--- src/hw/rtl/assert_macros.svh ---
// Assertion macros shared by the stall lock detector RTL.
// No dependencies; included by the files that carry assertions.
`ifndef ASSERT_MACROS_SVH
`define ASSERT_MACROS_SVH

// Clocked assertion of an arbitrary property, ignored while reset is high.
`define ASSERT_CLK(label, clk, rst, prop) \
   label: assert property (@(posedge clk) disable iff (rst) (prop)) \
      else $error("assertion failed");

// Same-cycle implication, ignored while reset is high.
`define ASSERT_IMPLIES(label, clk, rst, ante, cons) \
   label: assert property (@(posedge clk) disable iff (rst) (ante) |-> (cons)) \
      else $error("assertion failed");

// Next-cycle implication, ignored while reset is high.
`define ASSERT_NEXT(label, clk, rst, ante, cons) \
   label: assert property (@(posedge clk) disable iff (rst) (ante) |=> (cons)) \
      else $error("assertion failed");

`endif

--- src/hw/rtl/sld_pkg.sv ---
// Types and constants for the stall lock detector.
// No dependencies; imported by every module of the block.
package sld_pkg;

   // Configuration port widths.
   localparam int CSR_INDEX_W = 4;
   localparam int CSR_DATA_W  = 16;

   // Register indexes on the configuration port.
   localparam logic [CSR_INDEX_W-1:0] CSR_SPEED_THRESHOLD = 4'd0;
   localparam logic [CSR_INDEX_W-1:0] CSR_WINDOW_MS       = 4'd1;
   localparam logic [CSR_INDEX_W-1:0] CSR_ANGLE_DELTA_MAX = 4'd2;
   localparam logic [CSR_INDEX_W-1:0] CSR_HOLD_MS         = 4'd3;

   // Register reset values.
   localparam logic [14:0] SPEED_THRESHOLD_RST = 15'd50;
   localparam logic [15:0] WINDOW_MS_RST       = 16'd200;
   localparam logic [15:0] ANGLE_DELTA_MAX_RST = 16'd50;
   localparam logic [15:0] HOLD_MS_RST         = 16'd500;

   // Tracking status codes reported with each result.
   localparam logic [1:0] TRACK_IDLE   = 2'd0;
   localparam logic [1:0] TRACK_ARMED  = 2'd1;
   localparam logic [1:0] TRACK_STABLE = 2'd2;

   // One telemetry sample.
   typedef struct packed {
      logic signed [15:0] speed;
      logic signed [23:0] angle;
      logic        [31:0] now_ms;
      logic               clear;
   } req_type;

   // One detector result.
   typedef struct packed {
      logic       locked;
      logic [1:0] track_status;
   } rsp_type;

   // Current configuration as seen by the detector core.
   typedef struct packed {
      logic [14:0] speed_threshold;
      logic [15:0] window_ms;
      logic [15:0] angle_delta_max;
      logic [15:0] hold_ms;
   } cfg_type;

endpackage

--- src/hw/rtl/sld_csr.sv ---
// Configuration register file of the stall lock detector.
// Depends on sld_pkg for the register indexes, reset values and cfg_type.
module sld_csr
   import sld_pkg::*;
(
   input  logic                   clock,
   input  logic                   reset,
   input  logic                   csr_valid,
   output logic                   csr_ready,
   input  logic [CSR_INDEX_W-1:0] csr_index,
   input  logic [CSR_DATA_W-1:0]  csr_data,
   output cfg_type                cfg
);

   cfg_type cfg_ff;
   cfg_type cfg_in;

   // Writes are always taken at once.
   assign csr_ready = 1'b1;
   assign cfg       = cfg_ff;

   // Decode the index; writes beyond the register list are dropped.
   always_comb begin
      cfg_in = cfg_ff;
      if (csr_valid) begin
         unique case (csr_index)
            CSR_SPEED_THRESHOLD: cfg_in.speed_threshold = csr_data[14:0];
            CSR_WINDOW_MS:       cfg_in.window_ms       = csr_data;
            CSR_ANGLE_DELTA_MAX: cfg_in.angle_delta_max = csr_data;
            CSR_HOLD_MS:         cfg_in.hold_ms         = csr_data;
            default:             cfg_in                 = cfg_ff;
         endcase
      end
   end

   always_ff @(posedge clock) begin
      if (reset) begin
         cfg_ff.speed_threshold <= SPEED_THRESHOLD_RST;
         cfg_ff.window_ms       <= WINDOW_MS_RST;
         cfg_ff.angle_delta_max <= ANGLE_DELTA_MAX_RST;
         cfg_ff.hold_ms         <= HOLD_MS_RST;
      end else begin
         cfg_ff <= cfg_in;
      end
   end

endmodule

--- src/hw/rtl/sld_core.sv ---
// Tracking state and per-sample decision logic of the stall lock detector.
// Depends on sld_pkg and assert_macros.svh.
`include "assert_macros.svh"
module sld_core
   import sld_pkg::*;
(
   input  logic    clock,
   input  logic    reset,
   input  logic    advance,
   input  req_type item,
   input  cfg_type cfg,
   output rsp_type result
);

   logic               armed_ff;
   logic               armed_in;
   logic               stable_ff;
   logic               stable_in;
   logic        [31:0] start_time_ff;
   logic        [31:0] start_time_in;
   logic signed [23:0] start_angle_ff;
   logic signed [23:0] start_angle_in;

   logic signed [16:0] speed_wide;
   logic        [16:0] speed_mag;
   logic        [31:0] elapsed;
   logic signed [24:0] angle_diff;
   logic        [24:0] angle_mag;
   logic               too_fast;
   logic               window_done;
   logic               angle_ok;
   logic               hold_done;
   logic               locked;

   // Magnitudes and elapsed time; the time difference wraps modulo 2^32.
   assign speed_wide  = {item.speed[15], item.speed};
   assign speed_mag   = speed_wide[16] ? 17'(-speed_wide) : 17'(speed_wide);
   assign too_fast    = speed_mag > {2'b00, cfg.speed_threshold};
   assign elapsed     = item.now_ms - start_time_ff;
   assign window_done = elapsed >= {16'd0, cfg.window_ms};
   assign hold_done   = elapsed >= {16'd0, cfg.hold_ms};
   assign angle_diff  = {item.angle[23], item.angle} - {start_angle_ff[23], start_angle_ff};
   assign angle_mag   = angle_diff[24] ? 25'(-angle_diff) : 25'(angle_diff);
   assign angle_ok    = angle_mag <= {9'd0, cfg.angle_delta_max};

   // Next tracking state and the lock decision for this beat.
   always_comb begin
      armed_in       = armed_ff;
      stable_in      = stable_ff;
      start_time_in  = start_time_ff;
      start_angle_in = start_angle_ff;
      locked         = 1'b0;
      priority if (item.clear) begin
         armed_in       = 1'b0;
         stable_in      = 1'b0;
         start_time_in  = '0;
         start_angle_in = '0;
      end else if (too_fast) begin
         armed_in  = 1'b0;
         stable_in = 1'b0;
      end else if (!armed_ff) begin
         armed_in       = 1'b1;
         start_time_in  = item.now_ms;
         start_angle_in = item.angle;
      end else begin
         // Nothing changes until the window has passed.
         if (window_done) begin
            if (angle_ok) begin
               if (!stable_ff) begin
                  stable_in     = 1'b1;
                  start_time_in = item.now_ms;
               end else if (hold_done) begin
                  locked = 1'b1;
               end
            end else begin
               stable_in      = 1'b0;
               start_time_in  = item.now_ms;
               start_angle_in = item.angle;
            end
         end
      end
   end

   // Result fields reflect the state after this beat.
   always_comb begin
      result.locked = locked;
      if (!armed_in) begin
         result.track_status = TRACK_IDLE;
      end else if (stable_in) begin
         result.track_status = TRACK_STABLE;
      end else begin
         result.track_status = TRACK_ARMED;
      end
   end

   // State moves only when a beat passes to the result register.
   always_ff @(posedge clock) begin
      if (reset) begin
         armed_ff       <= 1'b0;
         stable_ff      <= 1'b0;
         start_time_ff  <= '0;
         start_angle_ff <= '0;
      end else if (advance) begin
         armed_ff       <= armed_in;
         stable_ff      <= stable_in;
         start_time_ff  <= start_time_in;
         start_angle_ff <= start_angle_in;
      end
   end

   // Stability is only ever tracked while armed.
   `ASSERT_IMPLIES(a_stable_needs_armed, clock, reset, stable_ff, armed_ff)
   // A clear beat leaves tracking fully reset.
   `ASSERT_NEXT(a_clear_resets, clock, reset, advance && item.clear,
                !armed_ff && !stable_ff && (start_time_ff == '0))
   // Lock is only reported from the stable holding state.
   `ASSERT_IMPLIES(a_locked_stable, clock, reset, result.locked,
                   stable_ff && (result.track_status == TRACK_STABLE))

endmodule

--- src/hw/rtl/stall_lock_detector_top.sv ---
// A sample accepted into the input register reaches rsp_ through the result register.
// Throughput: one sample per clock; the input register, the combinational decision in
// sld_core and the result register pass a beat on while the result side is not stalled.
// Reset (synchronous, active high) clears all valid flags and tracking state and
// returns the configuration registers to their defaults.
// Top level: holds the input and result registers around sld_core and sld_csr.
// Depends on sld_pkg, sld_csr, sld_core and assert_macros.svh.
`include "assert_macros.svh"
module stall_lock_detector_top
   import sld_pkg::*;
(
   input  logic                   clock,
   input  logic                   reset,
   input  logic                   req_valid,
   output logic                   req_stall,
   input  req_type                req_payload,
   output logic                   rsp_valid,
   input  logic                   rsp_stall,
   output rsp_type                rsp_payload,
   input  logic                   csr_valid,
   output logic                   csr_ready,
   input  logic [CSR_INDEX_W-1:0] csr_index,
   input  logic [CSR_DATA_W-1:0]  csr_data
);

   logic    in_valid_ff;
   req_type in_item_ff;
   logic    out_valid_ff;
   rsp_type out_item_ff;
   logic    advance;
   rsp_type result;
   cfg_type cfg;

   sld_csr u_csr (
      .clock     (clock),
      .reset     (reset),
      .csr_valid (csr_valid),
      .csr_ready (csr_ready),
      .csr_index (csr_index),
      .csr_data  (csr_data),
      .cfg       (cfg)
   );

   sld_core u_core (
      .clock   (clock),
      .reset   (reset),
      .advance (advance),
      .item    (in_item_ff),
      .cfg     (cfg),
      .result  (result)
   );

   // A beat moves on when the result register is empty or being emptied.
   assign advance   = in_valid_ff && (!out_valid_ff || !rsp_stall);
   assign req_stall = in_valid_ff && !advance;

   assign rsp_valid   = out_valid_ff;
   assign rsp_payload = out_item_ff;

   // Input register.
   always_ff @(posedge clock) begin
      if (reset) begin
         in_valid_ff <= 1'b0;
      end else if (req_valid && !req_stall) begin
         in_valid_ff <= 1'b1;
      end else if (advance) begin
         in_valid_ff <= 1'b0;
      end
   end

   always_ff @(posedge clock) begin
      if (req_valid && !req_stall) begin
         in_item_ff <= req_payload;
      end
   end

   // Result register.
   always_ff @(posedge clock) begin
      if (reset) begin
         out_valid_ff <= 1'b0;
      end else if (advance) begin
         out_valid_ff <= 1'b1;
      end else if (!rsp_stall) begin
         out_valid_ff <= 1'b0;
      end
   end

   always_ff @(posedge clock) begin
      if (advance) begin
         out_item_ff <= result;
      end
   end

   // Input is held off only while a beat waits behind a stalled result.
   `ASSERT_IMPLIES(a_stall_only_when_full, clock, reset, req_stall,
                   in_valid_ff && out_valid_ff && rsp_stall)
   // Every beat that moves on appears as a result in the next cycle.
   `ASSERT_NEXT(a_advance_gives_result, clock, reset, advance, rsp_valid)

endmodule

--- config.mk ---
export PLATFORM = sky130hd
export DESIGN_NAME = stall_lock_detector_top
export DESIGN_NICKNAME = d
export VERILOG_FILES = /design/src/hw/rtl/sld_pkg.sv /design/src/hw/rtl/sld_csr.sv /design/src/hw/rtl/sld_core.sv /design/src/hw/rtl/stall_lock_detector_top.sv
export VERILOG_INCLUDE_DIRS = /design/src /design/src/hw/rtl
export SDC_FILE = /design/constraint.sdc
export NUM_CORES = 1
export LEC_CHECK = 0
export BUFFER_PORTS_ARGS = -buffer_cell sky130_fd_sc_hd__buf_2
export CAP_MARGIN = 0
export CORE_MARGIN = 2
export CORE_UTILIZATION = 30
export DETAILED_ROUTE_END_ITERATION = 12
export PLACE_DENSITY = 0.48
export SETUP_SLACK_MARGIN = 0.1
export SYNTH_ARGS = -nofsm -noshare
export SYNTH_HDL_FRONTEND = slang
export SYNTH_SLANG_ARGS = --single-unit
--- constraint.sdc ---
create_clock -name clock -period 8.24 [get_ports clock]
set_input_delay 0.412 -clock clock [delete_from_list [all_inputs] [get_ports clock]]
set_output_delay 0.412 -clock clock [all_outputs]
set_load 0.1 [all_outputs]
Word level (Yosys, flattened, before mapping)
Cells that the tools add are included.

storage, ports and cells
  word-level logic and storage cells = 79
  output and inout bits = 6
  register bits = 199
  input bits = 98

operators by class
  muxes and demuxes = 26
  $add $sub $neg = 4
  bitwise logic cells = 4
  $lt $le $gt $ge = 4
  reduce and logical (&&, ||, !) cells = 17
  equal/unequal tests = 8

operators by type and width
  cell                number
  $mux 32             6
  $mux 24             5
  $ge 32x16->1        2
  $sub 32x32->32      1
  $le 25x16->1        1
  $mux 25             1
  $neg 25->25         1
  $sub 24x24->25      1
  $gt 17x15->1        1
  $mux 17             1
  $neg 16->17         1
  $mux 1              12
  $eq 4x2->1 const B  2
  $reduce_and 2->1    4
  $reduce_and 4->1    2
  $ne 3x3->1 const B  2
  $reduce_or 6->1     1
  $eq 4x1->1 const B  1
  $logic_not 1->1     4
  $logic_not 4->1     1
  $ne 4x4->1 const B  1
  $not 1->1           4
  $logic_and 1x1->1   3
  $mux 2              1
  4 further kinds     4

Longest topological paths before layout
Gate-level depths: netlist (run 1).

  depth in word-level cells = 10
  mapped depth = 27
  mapped depth without buffers = 24

Modules after synthesis
Synthesis (run 1) repeated with hierarchy kept, for this count alone.

unflattened totals
  cell total of the unflattened synthesis = 1444
  area, all modules = 13349.1 sq um

modules (own cells, without submodules)
  module                   cells an instance  instances  area each (sq um)  sequential area each (sq um)
  sld_core                 1117               1          8395.6             1161.1
  sld_csr                  241                1          2585.0             1261.2
  stall_lock_detector_top  86                 1          2368.5             2322.2

Worst setup path before layout (run 1)
Ideal clock, no wire load.

  kind = register -> register
  from = reg in_item_ff[33] in the netlist's numbering
  to = reg u_core.start_time_ff[10]
  required time = 8.118 ns
  arrival = 5.506 ns
  stages on the path, launching flop included = 27
  slack = 2.612 ns
  setup time = 0.122 ns
  buffers on the path = 3
  period minus slack after synthesis = 5.628 ns
  cell sequence = edfxtp_1 -> inv_1 -> ha_1 -> fa_1 -> nand2b_1 -> a21o_1 -> a21oi_1 -> o21ai_0 -> nor2b_1 -> o31ai_1 -> clkbuf_1 -> nor2_1 -> xnor2_1 -> ha_1 -> a21o_1 -> a211o_1 -> a21oi_1 -> o221ai_1 -> a221oi_1 -> o21ai_0 -> a41oi_1 -> nand4_2 -> nor4_4 -> nor2b_1 -> buf_2 -> buf_6 -> a221o_1

on the way
  cells in the longest elaborated chain, start to end = 9
  elaborated cells between the ends (all ways) = 11
  classes of those cells = add/sub: 2; order compare: 1; eq/ne: 1; mux: 6; reduce/logical: 1

ends and longest elaborated chain
  what                    RTL line                       source
  from (decl)             stall_lock_detector_top.sv:27  req_type in_item_ff;
  from (signal assigned)  stall_lock_detector_top.sv:73  in_item_ff <= req_payload;
  $sub 24x24->25 (*)      sld_core.sv:42                 assign angle_diff = {item.angle[23], item.angle} - {start_angle_ff[23], start_angle_ff};
  $neg 25->25             sld_core.sv:43                 assign angle_mag = angle_diff[24] ? 25'(-angle_diff) : 25'(angle_diff);
  $mux 25 (*)             sld_core.sv:43
  $le 25x16->1 (*)        sld_core.sv:44                 assign angle_ok = angle_mag <= {9'd0, cfg.angle_delta_max};
  $mux 32                 sld_core.sv:68                 if (angle_ok) begin
  $mux 32                 sld_core.sv:67                 if (window_done) begin
  $mux 32                 sld_core.sv:61                 end else if (!armed_ff) begin
  $mux 32                 sld_core.sv:58                 end else if (too_fast) begin
  $mux 32                 sld_core.sv:53                 priority if (item.clear) begin
  to (signal assigned)    sld_core.sv:106                start_time_ff <= start_time_in;
  to (decl)               sld_core.sv:19                 logic [31:0] start_time_ff;

Every way passes the cells marked *; elsewhere a longest branch is shown, timed or not. The select of a mux whose other input is x is not followed.
A chain may end at the register's enable or synchronous reset.

Final worst setup path (run 1)
  from = reg in_item_ff[33] in the netlist's numbering
  to = reg u_core.start_time_ff[13]

Same word-level chain as after synthesis.

==> results of run 1 <==
logic make-up (layout without fill, tap and decap cells):
kind of cell / Yosys count / after routing / share of synthesized area (%)
buf+inv: 211 / 282 / 6.44
compound gates: 454 / 454 / 24.6
xor+xnor: 64 / 64 / 4.23
mux: 5 / 5 / 0.387
fa+ha+maj: 122 / 122 / 11.6
simple gates: 443 / 443 / 16.9
other cells: 1 / 1 / 0.0283
flops: 199 / 199 / 35.8
worst max-delay path, cell delays in order, from the launching register on:
cell      delay, ns
edfxtp_1       0.35
inv_1          0.05
ha_1           0.22
fa_1           0.39
nand2b_1       0.21
a21o_1         0.23
a21oi_1        0.43
o21ai_0        0.20
nor2b_1        0.18
o31ai_1        0.26
buf_4          0.24
nor2_1         0.07
xnor2_1        0.12
ha_1           0.30
a21o_1         0.19
a211o_1        0.29
a21oi_1        0.14
o221ai_1       0.13
a221oi_1       0.28
o21ai_0        0.13
a41oi_1        0.21
nand4_2        0.18
nor4_4         0.15
buf_4          0.44
nor2b_4        0.28
a221o_1        0.41
stage by stage:
step                instances  hold slack [ns]
floorplan                1499            0.436
global placement         2123            0.444
detailed placement       2123            0.447
CTS                      2155           0.0471
global route             2155           0.0600
finish                   2155           0.0890
power by group through the flow:
stage                     Clock, mW  Sequential (mW)  Combinational, mW
after detailed placement          0             1.10              0.606
final                         0.882             1.08              0.607
after global placement            0             1.10              0.598
after global routing          0.954             1.09              0.686
after CTS                     0.917             1.08              0.609
after floorplan                   0             1.10              0.445
per-layer routing:
metal  wire, um  share of wire, %  vias up  global-route usage [%]
met5          0                 0        -                       0
li1           -                 -     5653                       -
met2      16800                48      145                    25.8
met1      17000                48     5168                    20.3
met4        458               1.3        0                    4.65
met3        935               2.7       27                    2.95
state kept, by name, summed over array words and instances (netlist names):
register and count:
u_core.armed_ff 1, in_item_ff 73, u_csr.cfg 63, u_core.start_angle_ff 24, u_core.stable_ff 1, u_core.start_time_ff 32, in_valid_ff 1, rsp_valid 1
rsp_payload 3
cells in the final DEF, fill, tap and decap left out, drive strengths merged, types with 25 or more instances in the layout:
cell    count
xnor2      50
o21ai      43
o32ai      32
nand2     174
a21o       44
ha        120
dfxtp     123
nor3       55
a21oi     120
buf       111
a22o       25
nor2       50
edfxtp     76
inv       145
a221o      33
o211ai     26
or3        38
worst paths after layout:
path	to	startpoint	slack, ns	depth (start not counted)
min	in_item_ff[22]	req_payload[22]	0.09	1
min reg2reg	u_csr.cfg[27]	u_csr.cfg[27]	0.46	2
max	u_core.start_time_ff[13]	in_item_ff[33]	2.03	25
max reg2reg	u_core.start_time_ff[13]	in_item_ff[33]	2.03	25
cell type report:
| class | instances | area [um^2] |
|---|---|---|
| Fill cell | 4567 | 28500 |
| Multi-Input combinational cell | 1089 | 7670 |
| Sequential cell | 199 | 4740 |
| Tap cell | 585 | 732 |
| Timing Repair Buffer | 111 | 581 |
| Clock buffer | 23 | 533 |
| Inverter | 139 | 522 |
| Clock inverter | 9 | 70.1 |
==> flow_summary.html, run 1 <==
<table>
<tr><th>Metric</th><th>Value</th></tr>
<tr><th colspan="2">Outcome</th></tr>
<tr><td>Status</td><td>complete, no violations</td></tr>
<tr><th colspan="2">Synthesis</th></tr>
<tr><td>Synth Register Bits</td><td>199</td></tr>
<tr><td>Asr flop ratio synth</td><td>0%</td></tr>
<tr><td>Most frequently used cell type in the post-synthesis netlist</td><td>nand2_1</td></tr>
<tr><td>Post-synthesis area per instance</td><td>8.84 um^2</td></tr>
<tr><td>Ranking of synthesized cells by instance count</td><td>nand2_1, inv_1, dfxtp_1</td></tr>
<tr><td>Share of Yosys cell area claimed by the top area cell type</td><td>18.6%</td></tr>
<tr><td>Largest cells by area after synthesis</td><td>dfxtp_1, edfxtp_1, ha_1</td></tr>
<tr><td>Post-synthesis cell type with the largest combined area</td><td>dfxtp_1</td></tr>
<tr><td>Top flip-flop cell by instance count after synthesis</td><td>dfxtp_1</td></tr>
<tr><td>Post-synth design cell area</td><td>0.0132 mm^2</td></tr>
<tr><td>Number of different library cells in the post-synthesis netlist</td><td>86</td></tr>
<tr><td>Sequential area share after synthesis</td><td>35.8%</td></tr>
<tr><td>Warning count from the yosys run</td><td>0</td></tr>
<tr><td>Number of enable-type register cells in the synthesized netlist</td><td>76</td></tr>
<tr><td>Synth Net Count</td><td>1719</td></tr>
<tr><td>Mapped Cells</td><td>1499</td></tr>
<tr><th colspan="2">Setup path</th></tr>
<tr><td>WP data required</td><td>8.61 ns</td></tr>
<tr><td>Worst path arrival time</td><td>6.59 ns</td></tr>
<tr><td>CP Launch Type</td><td>register</td></tr>
<tr><td>Critical setup path kind</td><td>register to register</td></tr>
<tr><td>Element type at the critical path end</td><td>register</td></tr>
<tr><td>Maximum fanout along the worst path</td><td>33</td></tr>
<tr><th colspan="2">Power and ir drop</th></tr>
<tr><td>Overall power of the completed layout</td><td>2.57 mW</td></tr>
<tr><td>Net switching power</td><td>804 uW</td></tr>
<tr><td>LEAKAGE</td><td>5.48 nW</td></tr>
<tr><td>Internal power</td><td>1.77 mW</td></tr>
<tr><td>Sw Share</td><td>31.3%</td></tr>
<tr><td>Power Density</td><td>173 mW/mm^2</td></tr>
<tr><td>Clock group share of total power</td><td>34.3%</td></tr>
<tr><td>Highest ir drop seen on vdd</td><td>0.000114 V</td></tr>
<tr><td>Proportion of power drawn by combinational gates</td><td>23.6%</td></tr>
<tr><td>Flop pwr share</td><td>42.1%</td></tr>
<tr><th colspan="2">Clock network</th></tr>
<tr><td>Postcts setup bufs</td><td>0</td></tr>
<tr><td>Worst-Skew Late Latency</td><td>0.50 ns</td></tr>
<tr><td>Maximum number of buffers from clock root to sink</td><td>2</td></tr>
<tr><td>Hold buffers post-CTS</td><td>0</td></tr>
<tr><td>Num Clock Sinks</td><td>199</td></tr>
<tr><td>TritonCTS clock tree</td><td>yes</td></tr>
<tr><td>Num CTS Buffers</td><td>17</td></tr>
<tr><td>H-Tree Depth</td><td>4</td></tr>
<tr><td>Clock root buffer</td><td>clkbuf_16</td></tr>
<tr><td>Post-cts repair resize count</td><td>0</td></tr>
<tr><td>Clock-pin slew of the registers on the worst-case setup and hold paths</td><td>0.09 ns</td></tr>
<tr><th colspan="2">Timing</th></tr>
<tr><td>Min Clock Period, post-route</td><td>6.21 ns</td></tr>
<tr><td>Max frequency</td><td>161 MHz</td></tr>
<tr><td>Setup TNS</td><td>0 ns</td></tr>
<tr><td>Worst clock skew</td><td>0.0230 ns</td></tr>
<tr><td>Share of the clock period used by the worst path after layout</td><td>75.4%</td></tr>
<tr><td>Total count of hold-check failures in the final report</td><td>0</td></tr>
<tr><td>Relative slew slack</td><td>16.3%</td></tr>
<tr><td>Worst Slack Setup Final</td><td>2.03 ns</td></tr>
<tr><td>RSZ-0062 raised after global routing</td><td>no</td></tr>
<tr><td>Number of pins with negative max-slew slack in the final report</td><td>0</td></tr>
<tr><td>Actual slew at the worst max-slew pin</td><td>1.25 ns</td></tr>
<tr><td>Number of setup violations in the final report</td><td>0</td></tr>
<tr><th colspan="2">Route</th></tr>
<tr><td>Iteration count of the initial detailed-routing pass</td><td>5</td></tr>
<tr><td>Overall via count from detail_route</td><td>11000</td></tr>
<tr><td># DRC</td><td>0</td></tr>
<tr><td>Via density per instance</td><td>5.10</td></tr>
<tr><td>DR WL/cell</td><td>16.3 um</td></tr>
<tr><td>Iteration-0 DRC count of the detailed router</td><td>567</td></tr>
<tr><td>Remaining number of nets flagged by the antenna check after routing</td><td>0</td></tr>
<tr><td>Routed Wire Length</td><td>35200 um</td></tr>
<tr><th colspan="2">Global route</th></tr>
<tr><td>Number of antenna violations at the first check in global routing</td><td>0</td></tr>
<tr><td>Number of global-route vias before repair</td><td>10600</td></tr>
<tr><td>First-pass GRT wire length</td><td>57000 um</td></tr>
<tr><td>Maximum number of pins on one net before global-route repair</td><td>103</td></tr>
<tr><td>Total global-route track usage</td><td>15.5%</td></tr>
<tr><td>Overall overflow remaining after global route</td><td>0</td></tr>
<tr><th colspan="2">Placed design</th></tr>
<tr><td>Setup slack at placement</td><td>2.02 ns</td></tr>
<tr><td>Total of buffers placed on input and output ports</td><td>102</td></tr>
<tr><td>DP Wirelength</td><td>25700 um</td></tr>
<tr><td>Global placer's final weighted congestion</td><td>0.850</td></tr>
<tr><td>Post-placement cell area</td><td>0.0143 mm^2</td></tr>
<tr><th colspan="2">Floorplan</th></tr>
<tr><td>CORE AREA</td><td>0.0434 mm^2</td></tr>
<tr><td>Die Y-Extent</td><td>214 um</td></tr>
<tr><td>Die width</td><td>214 um</td></tr>
<tr><td>Die area</td><td>0.0458 mm^2</td></tr>
<tr><td>Floorplan row count</td><td>76</td></tr>
<tr><td>Initial cell density of the core</td><td>30.5%</td></tr>
<tr><td>Ports placed on the boundary</td><td>104</td></tr>
<tr><th colspan="2">Cells and area</th></tr>
<tr><td>Share of post-route cells with drive strength above 1</td><td>11.0%</td></tr>
<tr><td>Net count of the finished layout</td><td>1777</td></tr>
<tr><td>Share of the core filled with cells</td><td>34.3%</td></tr>
<tr><td>Layout overhead on the synthesized area</td><td>12.1%</td></tr>
<tr><td>Count of antenna diodes in the layout</td><td>0</td></tr>
<tr><td>Post-route cell area</td><td>0.0149 mm^2</td></tr>
<tr><th colspan="2">Hold path</th></tr>
<tr><td>Worst hold-check path type</td><td>input pin to register</td></tr>
<tr><th colspan="2">Job</th></tr>
<tr><td>Max-cap check violation count</td><td>0</td></tr>
</table>
Note: power is estimated with default switching activity, not from simulation.
==> run 2, diff against run 1 <==
- clock period: 8.24 -> 5.9 ns (I/O delays scaled with it)
==> flow_summary.html, run 2 (same netlist as run 1, synthesis figures left out) <==
<table>
<tr><th>Metric</th><th>Value</th></tr>
<tr><th colspan="2">Outcome</th></tr>
<tr><td>Status</td><td>complete, no violations</td></tr>
<tr><th colspan="2">Global route</th></tr>
<tr><td>Maximum number of pins on one net before global-route repair</td><td>105 (+1.9%)</td></tr>
<tr><td>Total global-route track usage</td><td>16.0% (+0.55 points)</td></tr>
<tr><td>Number of antenna violations at the first check in global routing</td><td>0 (unchanged)</td></tr>
<tr><td>First-pass GRT wire length</td><td>59300 um (+4.0%)</td></tr>
<tr><td>Overall overflow remaining after global route</td><td>0 (unchanged)</td></tr>
<tr><td>Number of global-route vias before repair</td><td>11100 (+5.0%)</td></tr>
<tr><th colspan="2">Route</th></tr>
<tr><td>Highest signal layer in the routed design</td><td>met4</td></tr>
<tr><td>Overall via count from detail_route</td><td>11400 (+3.6%)</td></tr>
<tr><td>Iteration-0 DRC count of the detailed router</td><td>558 (-1.6%)</td></tr>
<tr><td>Routed Wire Length</td><td>35500 um (+0.99%)</td></tr>
<tr><td># DRC</td><td>0 (unchanged)</td></tr>
<tr><td>Via density per instance</td><td>5.08 (-0.50%)</td></tr>
<tr><td>Remaining number of nets flagged by the antenna check after routing</td><td>0 (unchanged)</td></tr>
<tr><td>Detail Route met3 WL</td><td>1020 um (+9.0%)</td></tr>
<tr><td>Met1 layer wirelength in the final routing</td><td>17200 um (+1.5%)</td></tr>
<tr><td>Iteration count of the initial detailed-routing pass</td><td>5 (unchanged)</td></tr>
<tr><td>DR WL/cell</td><td>15.8 um (-3.0%)</td></tr>
<tr><td>DR WL met2</td><td>16700 um (-0.32%)</td></tr>
<tr><th colspan="2">Power and ir drop</th></tr>
<tr><td>LEAKAGE</td><td>5.83 nW (+6.4%)</td></tr>
<tr><td>Overall power of the completed layout</td><td>3.56 mW (+39%)</td></tr>
<tr><td>Highest ir drop seen on vdd</td><td>0.000154 V (+36%)</td></tr>
<tr><td>Power Density</td><td>227 mW/mm^2 (+31%)</td></tr>
<tr><th colspan="2">Clock network</th></tr>
<tr><td>Num Clock Sinks</td><td>199 (unchanged)</td></tr>
<tr><td>Maximum number of buffers from clock root to sink</td><td>2 (unchanged)</td></tr>
<tr><td>Num CTS Buffers</td><td>17 (unchanged)</td></tr>
<tr><td>Clock root buffer</td><td>clkbuf_16</td></tr>
<tr><td>Worst-Skew Late Latency</td><td>0.50 ns (about the same)</td></tr>
<tr><td>Clock-pin slew of the registers on the worst-case setup and hold paths</td><td>0.08 ns (about the same)</td></tr>
<tr><td>H-Tree Depth</td><td>4 (unchanged)</td></tr>
<tr><td>TritonCTS clock tree</td><td>yes</td></tr>
<tr><th colspan="2">Floorplan</th></tr>
<tr><td>Ports placed on the boundary</td><td>104 (unchanged)</td></tr>
<tr><td>Die area</td><td>0.0458 mm^2 (unchanged)</td></tr>
<tr><td>Die width</td><td>214 um (unchanged)</td></tr>
<tr><td>CORE AREA</td><td>0.0434 mm^2 (unchanged)</td></tr>
<tr><td>Floorplan row count</td><td>76 (unchanged)</td></tr>
<tr><td>Die Y-Extent</td><td>214 um (unchanged)</td></tr>
<tr><td>Initial cell density of the core</td><td>30.5% (unchanged)</td></tr>
<tr><th colspan="2">Setup path</th></tr>
<tr><td>Capture point of the worst reg-to-reg path</td><td>u_core.start_time_ff[3]</td></tr>
<tr><td>Maximum fanout along the worst path</td><td>32 (-3.0%)</td></tr>
<tr><td>CP max-delay cell</td><td>fa_1</td></tr>
<tr><td>Element type at the critical path end</td><td>register</td></tr>
<tr><td>Register-to-Register Path Depth</td><td>25 (unchanged)</td></tr>
<tr><td>CP Launch Type</td><td>register</td></tr>
<tr><td>Worst path arrival time</td><td>5.84 ns (-0.75 ns)</td></tr>
<tr><td>WP data required</td><td>6.29 ns (-2.32 ns)</td></tr>
<tr><td>Flop2flop setup slack</td><td>0.44 ns (-1.58 ns)</td></tr>
<tr><td>Crit Reg-Reg Startpoint</td><td>in_item_ff[33]</td></tr>
<tr><td>Start point of the critical path</td><td>in_item_ff[33]</td></tr>
<tr><td>Critical setup path kind</td><td>register to register</td></tr>
<tr><td>Maximum cell stage delay along the critical path</td><td>0.41 ns (-0.03 ns)</td></tr>
<tr><th colspan="2">Cells and area</th></tr>
<tr><td>Layout filler cell count</td><td>4467 (-2.2%)</td></tr>
<tr><td>Most used cells in the layout excluding fill and tap cells</td><td>nand2_1, inv_1, dfxtp_1, ha_1, a21oi_1</td></tr>
<tr><td>Layout overhead on the synthesized area</td><td>18.5%</td></tr>
<tr><td>Area used by sequential logic in the layout</td><td>0.00474 mm^2 (unchanged)</td></tr>
<tr><td>Net count of the finished layout</td><td>1866 (+5.0%)</td></tr>
<tr><td>Most frequent standard cell in the layout excluding fill and tap cells</td><td>nand2_1</td></tr>
<tr><td>Most flops, register</td><td>in_item_ff</td></tr>
<tr><td>Area of the multi-input gates</td><td>0.00771 mm^2 (+0.55%)</td></tr>
<tr><td>Count of antenna diodes in the layout</td><td>0 (unchanged)</td></tr>
<tr><td>Share of post-route cells with drive strength above 1</td><td>12.0% (+0.98 points)</td></tr>
<tr><td>Largest register FFs</td><td>73 (unchanged)</td></tr>
<tr><td>Non-filler instance count after layout</td><td>2244 (+4.1%)</td></tr>
<tr><th colspan="2">Placed design</th></tr>
<tr><td>DP Wirelength</td><td>25600 um (-0.36%)</td></tr>
<tr><td>Global placer's final weighted congestion</td><td>0.840 (-1.2%)</td></tr>
<tr><td>Total of buffers placed on input and output ports</td><td>102 (unchanged)</td></tr>
<tr><td>Total placed cells including tap cells</td><td>2130 (+0.33%)</td></tr>
<tr><th colspan="2">Timing</th></tr>
<tr><td>RSZ-0062 raised after global routing</td><td>no</td></tr>
<tr><td>Relative slew slack</td><td>32.8% (+16 points)</td></tr>
<tr><td>Setup TNS</td><td>0 ns (unchanged)</td></tr>
<tr><td>Worst clock skew</td><td>0.0213 ns (-0.00174 ns)</td></tr>
<tr><td>Worst slack on hold paths</td><td>0.0427 ns (-0.0463 ns)</td></tr>
<tr><td>Actual slew at the worst max-slew pin</td><td>1.01 ns (-0.242 ns)</td></tr>
<tr><td>Number of setup violations in the final report</td><td>0 (unchanged)</td></tr>
<tr><td>Total count of hold-check failures in the final report</td><td>0 (unchanged)</td></tr>
<tr><td>Number of pins with negative max-slew slack in the final report</td><td>0 (unchanged)</td></tr>
<tr><td>Share of the clock period used by the worst path after layout</td><td>92.5% (+17 points)</td></tr>
<tr><td>Min Clock Period, post-route</td><td>5.46 ns (-0.757 ns)</td></tr>
<tr><td>Max frequency</td><td>183 MHz (+14%)</td></tr>
<tr><th colspan="2">Hold path</th></tr>
<tr><td>Worst hold endpoint</td><td>in_valid_ff</td></tr>
<tr><td>Number of instances on the worst hold path</td><td>2 (+1)</td></tr>
<tr><td>Worst Min Path Start</td><td>req_valid</td></tr>
<tr><td>Worst hold-check path type</td><td>input pin to register</td></tr>
<tr><th colspan="2">Job</th></tr>
<tr><td>Max-cap check violation count</td><td>0 (unchanged)</td></tr>
</table>
==> run 2: cell count changes in the layout (fill, tap and decap cells not counted), moves of 3 or more <==
| cell | previous run | this run |
|---|---|---|
| dlygate4sd3_1 | 0 | 73 |
| clkbuf_16 | 21 | 17 |
| a21oi_1 | 119 | 116 |
| buf_4 | 10 | 25 |
| clkinv_4 | 0 | 3 |
==> run 2: metal layers <==
layer / GRT usage [%] / up-vias
li1: - / 5831
met1: 20.9 / 5378
met2: 26.7 / 146
met3: 3.36 / 35
met4: 4.79 / 0
met5: 0 / -
==> run 2: stage by stage <==
| step | utilization (%) | setup slack (ns) | area, um^2 |
|---|---|---|---|
| finish | 36.2 | 0.442 | 15700 |
| global route | 36.2 | 0.0824 | 15700 |
| CTS | 35.9 | 0.160 | 15600 |
| detailed placement | 33.0 | 0.109 | 14300 |
| global placement | 33.0 | 0.229 | 14300 |
| floorplan | - | 0.272 | 13200 |
==> run 2: final cells by class <==
cell class / instances / share of cell area [%]
Multi-Input combinational cell: 1089 / 49.1
Sequential cell: 199 / 30.2
Timing Repair Buffer: 200 / 9.20
Tap cell: 585 / 4.66
Inverter: 139 / 3.32
Clock buffer: 18 / 2.73
Clock inverter: 14 / 0.725
==> run 2: how the worst max path moves through the flow <==
stage | end | slack, ns | depth (start not counted)
6_report | u_core.start_time_ff[3] | 0.44 | 25
5_1_grt | u_core.start_time_ff[17] | 0.08 | 25
4_1_cts | u_core.start_time_ff[17] | 0.16 | 25
3_5_place_dp | u_core.start_angle_ff[9] | 0.11 | 22
3_3_place_gp | u_core.start_angle_ff[1] | 0.23 | 22
2_1_floorplan | u_core.start_time_ff[10] | 0.27 | 26
==> run 2: report_power, final <==
group          total, mW  switching [mW]  internal, mW
sequential          1.51          0.0312          1.48
combinational      0.906           0.521         0.385
clock               1.15           0.596         0.549
total               3.56            1.15          2.41
==> run 2: timing repair <==
action                                  in CTS  in global routing
pin swaps                                    0                  5
hold buffers                                73                  0
buffers inserted                             0                  9
endpoints found under the setup margin      24                 60
endpoints found under the hold margin       73                  0
gates resized for setup                      1                 17
==> run 2: worst max-delay path, delay by kind of cell (launching register included) <==
kind / cells / cell delay [ns]
xor+xnor: 1 / 0.13
flops: 1 / 0.35
fa+ha+maj: 3 / 0.93
buf+inv: 3 / 0.40
compound gates: 12 / 2.47
simple gates: 6 / 1.02
==> run 3, diff against run 2 <==
- CORE_MARGIN: 2 -> 3
- PLACE_DENSITY: 0.48 -> 0.5
==> flow_summary.html, run 3 (same netlist as run 1, synthesis figures left out) <==
<table>
<tr><th>Metric</th><th>Value</th></tr>
<tr><th colspan="2">Floorplan</th></tr>
<tr><td>Floorplan row count</td><td>76 (unchanged)</td></tr>
<tr><td>Die Y-Extent</td><td>216 um (+0.93%)</td></tr>
<tr><td>Die width</td><td>216 um (+0.93%)</td></tr>
<tr><td>Ports placed on the boundary</td><td>104 (unchanged)</td></tr>
<tr><td>CORE AREA</td><td>0.0434 mm^2 (unchanged)</td></tr>
<tr><td>Die area</td><td>0.0467 mm^2 (+1.9%)</td></tr>
<tr><td>Initial cell density of the core</td><td>30.5% (unchanged)</td></tr>
<tr><th colspan="2">Setup path</th></tr>
<tr><td>CP max-delay cell</td><td>or4_4</td></tr>
<tr><td>Dominant cell type by count on the critical path</td><td>ha_1</td></tr>
<tr><td>Family with the most delay on the worst path</td><td>simple AND/OR/NAND/NOR gates</td></tr>
<tr><td>Maximum fanout along the worst path</td><td>9 (-72%)</td></tr>
<tr><td>Critical setup path kind</td><td>register to register</td></tr>
<tr><td>Worst path cell trace</td><td>inv_1 -&gt; ha_1 -&gt; fa_1 -&gt; nand2b_2 -&gt; a21oi_2 -&gt; a32oi_1 -&gt; a31o_1 -&gt; or4_4 -&gt; nand2b_1 -&gt; o21ai_0 -&gt; xnor2_1 -&gt; ha_1 -&gt; nand4_1 -&gt; or2_2 -&gt; nor3_1 -&gt; o21ai_1 -&gt; a41oi_2 -&gt; nand4_2 -&gt; nor4_4 -&gt; nor2b_4 -&gt; buf_4 -&gt; a221o_1</td></tr>
<tr><td>Combined buffer and inverter count along the critical path</td><td>2 (-1)</td></tr>
<tr><td>Maximum cell stage delay along the critical path</td><td>0.57 ns (+0.16 ns)</td></tr>
<tr><td>Flop2flop setup slack</td><td>0.47 ns (+0.02 ns)</td></tr>
<tr><td>Worst path arrival time</td><td>5.82 ns (-0.02 ns)</td></tr>
<tr><td>WP data required</td><td>6.28 ns (about the same)</td></tr>
<tr><td>CP Launch Type</td><td>register</td></tr>
<tr><td>Element type at the critical path end</td><td>register</td></tr>
<tr><th colspan="2">Cells and area</th></tr>
<tr><td>Non-filler instance count after layout</td><td>2245 (+0.045%)</td></tr>
<tr><td>Post-route cell area</td><td>0.0158 mm^2 (+0.46%)</td></tr>
<tr><td>Most frequent standard cell in the layout excluding fill and tap cells</td><td>nand2_1</td></tr>
<tr><td>Most flops, register</td><td>in_item_ff</td></tr>
<tr><td>Layout overhead on the synthesized area</td><td>19.1%</td></tr>
<tr><td>Net count of the finished layout</td><td>1867 (+0.054%)</td></tr>
<tr><td>Share of the core filled with cells</td><td>36.4% (+0.17 points)</td></tr>
<tr><td>Most used cells in the layout excluding fill and tap cells</td><td>nand2_1, inv_1, dfxtp_1, ha_1, a21oi_1</td></tr>
<tr><td>Count of antenna diodes in the layout</td><td>0 (unchanged)</td></tr>
<tr><td>Largest register FFs</td><td>73 (unchanged)</td></tr>
<tr><td>Share of post-route cells with drive strength above 1</td><td>12.0% (about the same)</td></tr>
<tr><td>Layout filler cell count</td><td>4470 (+0.067%)</td></tr>
<tr><th colspan="2">Power and ir drop</th></tr>
<tr><td>Power Density</td><td>231 mW/mm^2 (+1.9%)</td></tr>
<tr><td>Highest ir drop seen on vdd</td><td>0.000181 V (+18%)</td></tr>
<tr><td>LEAKAGE</td><td>5.87 nW (+0.68%)</td></tr>
<tr><th colspan="2">Outcome</th></tr>
<tr><td>Status</td><td>complete, no violations</td></tr>
<tr><th colspan="2">Global route</th></tr>
<tr><td>First-pass GRT wire length</td><td>58300 um (-1.7%)</td></tr>
<tr><td>Overall overflow remaining after global route</td><td>0 (unchanged)</td></tr>
<tr><td>Number of antenna violations at the first check in global routing</td><td>0 (unchanged)</td></tr>
<tr><td>Number of global-route vias before repair</td><td>11100 (-0.84%)</td></tr>
<tr><td>Total global-route track usage</td><td>15.5% (-0.50 points)</td></tr>
<tr><td>Maximum number of pins on one net before global-route repair</td><td>98 (-6.7%)</td></tr>
<tr><th colspan="2">Timing</th></tr>
<tr><td>Number of pins with negative max-slew slack in the final report</td><td>0 (unchanged)</td></tr>
<tr><td>Number of setup violations in the final report</td><td>0 (unchanged)</td></tr>
<tr><td>RSZ-0062 raised after global routing</td><td>no</td></tr>
<tr><td>Max frequency</td><td>184 MHz (+0.42%)</td></tr>
<tr><td>Total count of hold-check failures in the final report</td><td>0 (unchanged)</td></tr>
<tr><td>Setup TNS</td><td>0 ns (unchanged)</td></tr>
<tr><td>Actual slew at the worst max-slew pin</td><td>1.01 ns (+0.00225 ns)</td></tr>
<tr><td>Worst clock skew</td><td>0.0211 ns (-0.000225 ns)</td></tr>
<tr><td>Min Clock Period, post-route</td><td>5.43 ns (-0.0230 ns)</td></tr>
<tr><td>Relative slew slack</td><td>32.6% (-0.15 points)</td></tr>
<tr><td>Share of the clock period used by the worst path after layout</td><td>92.1% (-0.39 points)</td></tr>
<tr><th colspan="2">Route</th></tr>
<tr><td>Overall via count from detail_route</td><td>11500 (+0.64%)</td></tr>
<tr><td># DRC</td><td>0 (unchanged)</td></tr>
<tr><td>Iteration count of the initial detailed-routing pass</td><td>6 (+1)</td></tr>
<tr><td>Routed Wire Length</td><td>35900 um (+1.1%)</td></tr>
<tr><td>Via density per instance</td><td>5.11 (+0.60%)</td></tr>
<tr><td>DR WL/cell</td><td>16.0 um (+1.0%)</td></tr>
<tr><td>Remaining number of nets flagged by the antenna check after routing</td><td>0 (unchanged)</td></tr>
<tr><td>Iteration-0 DRC count of the detailed router</td><td>629 (+13%)</td></tr>
<tr><th colspan="2">Clock network</th></tr>
<tr><td>Num CTS Buffers</td><td>17 (unchanged)</td></tr>
<tr><td>TritonCTS clock tree</td><td>yes</td></tr>
<tr><td>Maximum number of buffers from clock root to sink</td><td>2 (unchanged)</td></tr>
<tr><td>Worst-Skew Late Latency</td><td>0.50 ns (about the same)</td></tr>
<tr><td>H-Tree Depth</td><td>4 (unchanged)</td></tr>
<tr><td>Clock root buffer</td><td>clkbuf_16</td></tr>
<tr><td>Num Clock Sinks</td><td>199 (unchanged)</td></tr>
<tr><td>Clock-pin slew of the registers on the worst-case setup and hold paths</td><td>0.09 ns (about the same)</td></tr>
<tr><th colspan="2">Placed design</th></tr>
<tr><td>Total of buffers placed on input and output ports</td><td>102 (unchanged)</td></tr>
<tr><td>Total placed cells including tap cells</td><td>2133 (+0.14%)</td></tr>
<tr><td>Post-placement cell area</td><td>0.0143 mm^2 (+0.24%)</td></tr>
<tr><td>Global placer's final weighted congestion</td><td>0.834 (-0.73%)</td></tr>
<tr><td>DP Wirelength</td><td>25900 um (+1.0%)</td></tr>
<tr><th colspan="2">Hold path</th></tr>
<tr><td>Worst hold-check path type</td><td>input pin to register</td></tr>
<tr><th colspan="2">Job</th></tr>
<tr><td>Max-cap check violation count</td><td>0 (unchanged)</td></tr>
</table>
## run 3: changes by cell type in the layout (fill, tap and decap cells not counted), sizes merged
cell         previous run  this run
inv                   145       147
clkbuf                 18        17
clkinvlp                1         0
dlygate4sd3            73        74
## run 3: layout make-up
type                       instances  area (um^2)  area share (%)
tap                              585          732            4.64
timing repair buffer             201         1450            9.22
clock inverter                    15          179            1.13
inverter                         139          522            3.31
multi-input combinational       1089         7720            48.9
clock buffer                      17          425            2.70
sequential                       199         4740            30.1
## run 3: report_power, final
part / internal, mW / switching, mW
Sequential: 1.48 / 0.0323
Clock: 0.576 / 0.646
Combinational: 0.388 / 0.526
Total: 2.44 / 1.20
## run 3: worst paths after layout
| check | to | cells past startpoint | from |
|---|---|---|---|
| hold reg to reg | u_csr.cfg[58] | 2 | u_csr.cfg[58] |
| setup reg to reg | u_core.start_time_ff[0] | 22 | in_item_ff[33] |
| setup / recovery | u_core.start_time_ff[0] | 22 | in_item_ff[33] |
| hold / removal | u_csr.cfg[47] | 3 | csr_data[15] |
## run 3: worst min-delay path, delay by kind of cell
family,cells,cell delay (ns)
AOI/OAI and AO/OA,1,0.05
buffers and inverters,1,0.11
and+or+nand+nor,1,0.05
## run 3: stage by stage
step | total power, mW | hold slack, ns | setup slack (ns)
floorplan | 2.16 | 0.394 | 0.272
global placement | 2.38 | 0.444 | 0.247
detailed placement | 2.40 | 0.447 | 0.128
CTS | 3.69 | 0.00707 | 0.177
global route | 3.87 | 0.0228 | 0.129
finish | 3.65 | 0.0501 | 0.465
## run 3: timing repair
action                                  4_1_cts  5_1_grt
pin swaps                                     0        5
hold buffers                                 74        0
buffers inserted                              0        6
endpoints found under the setup margin       22       60
gates resized for setup                       1       11
endpoints found under the hold margin        74        0
## run 3: routing by layer
metal / vias up / share of wire, % / GRT usage [%]
li1: 5844 / - / -
met4: 0 / 1.6 / 4.75
met5: - / 0 / 0
met1: 5417 / 48 / 20.3
met2: 169 / 48 / 26.0
met3: 33 / 3.1 / 3.00
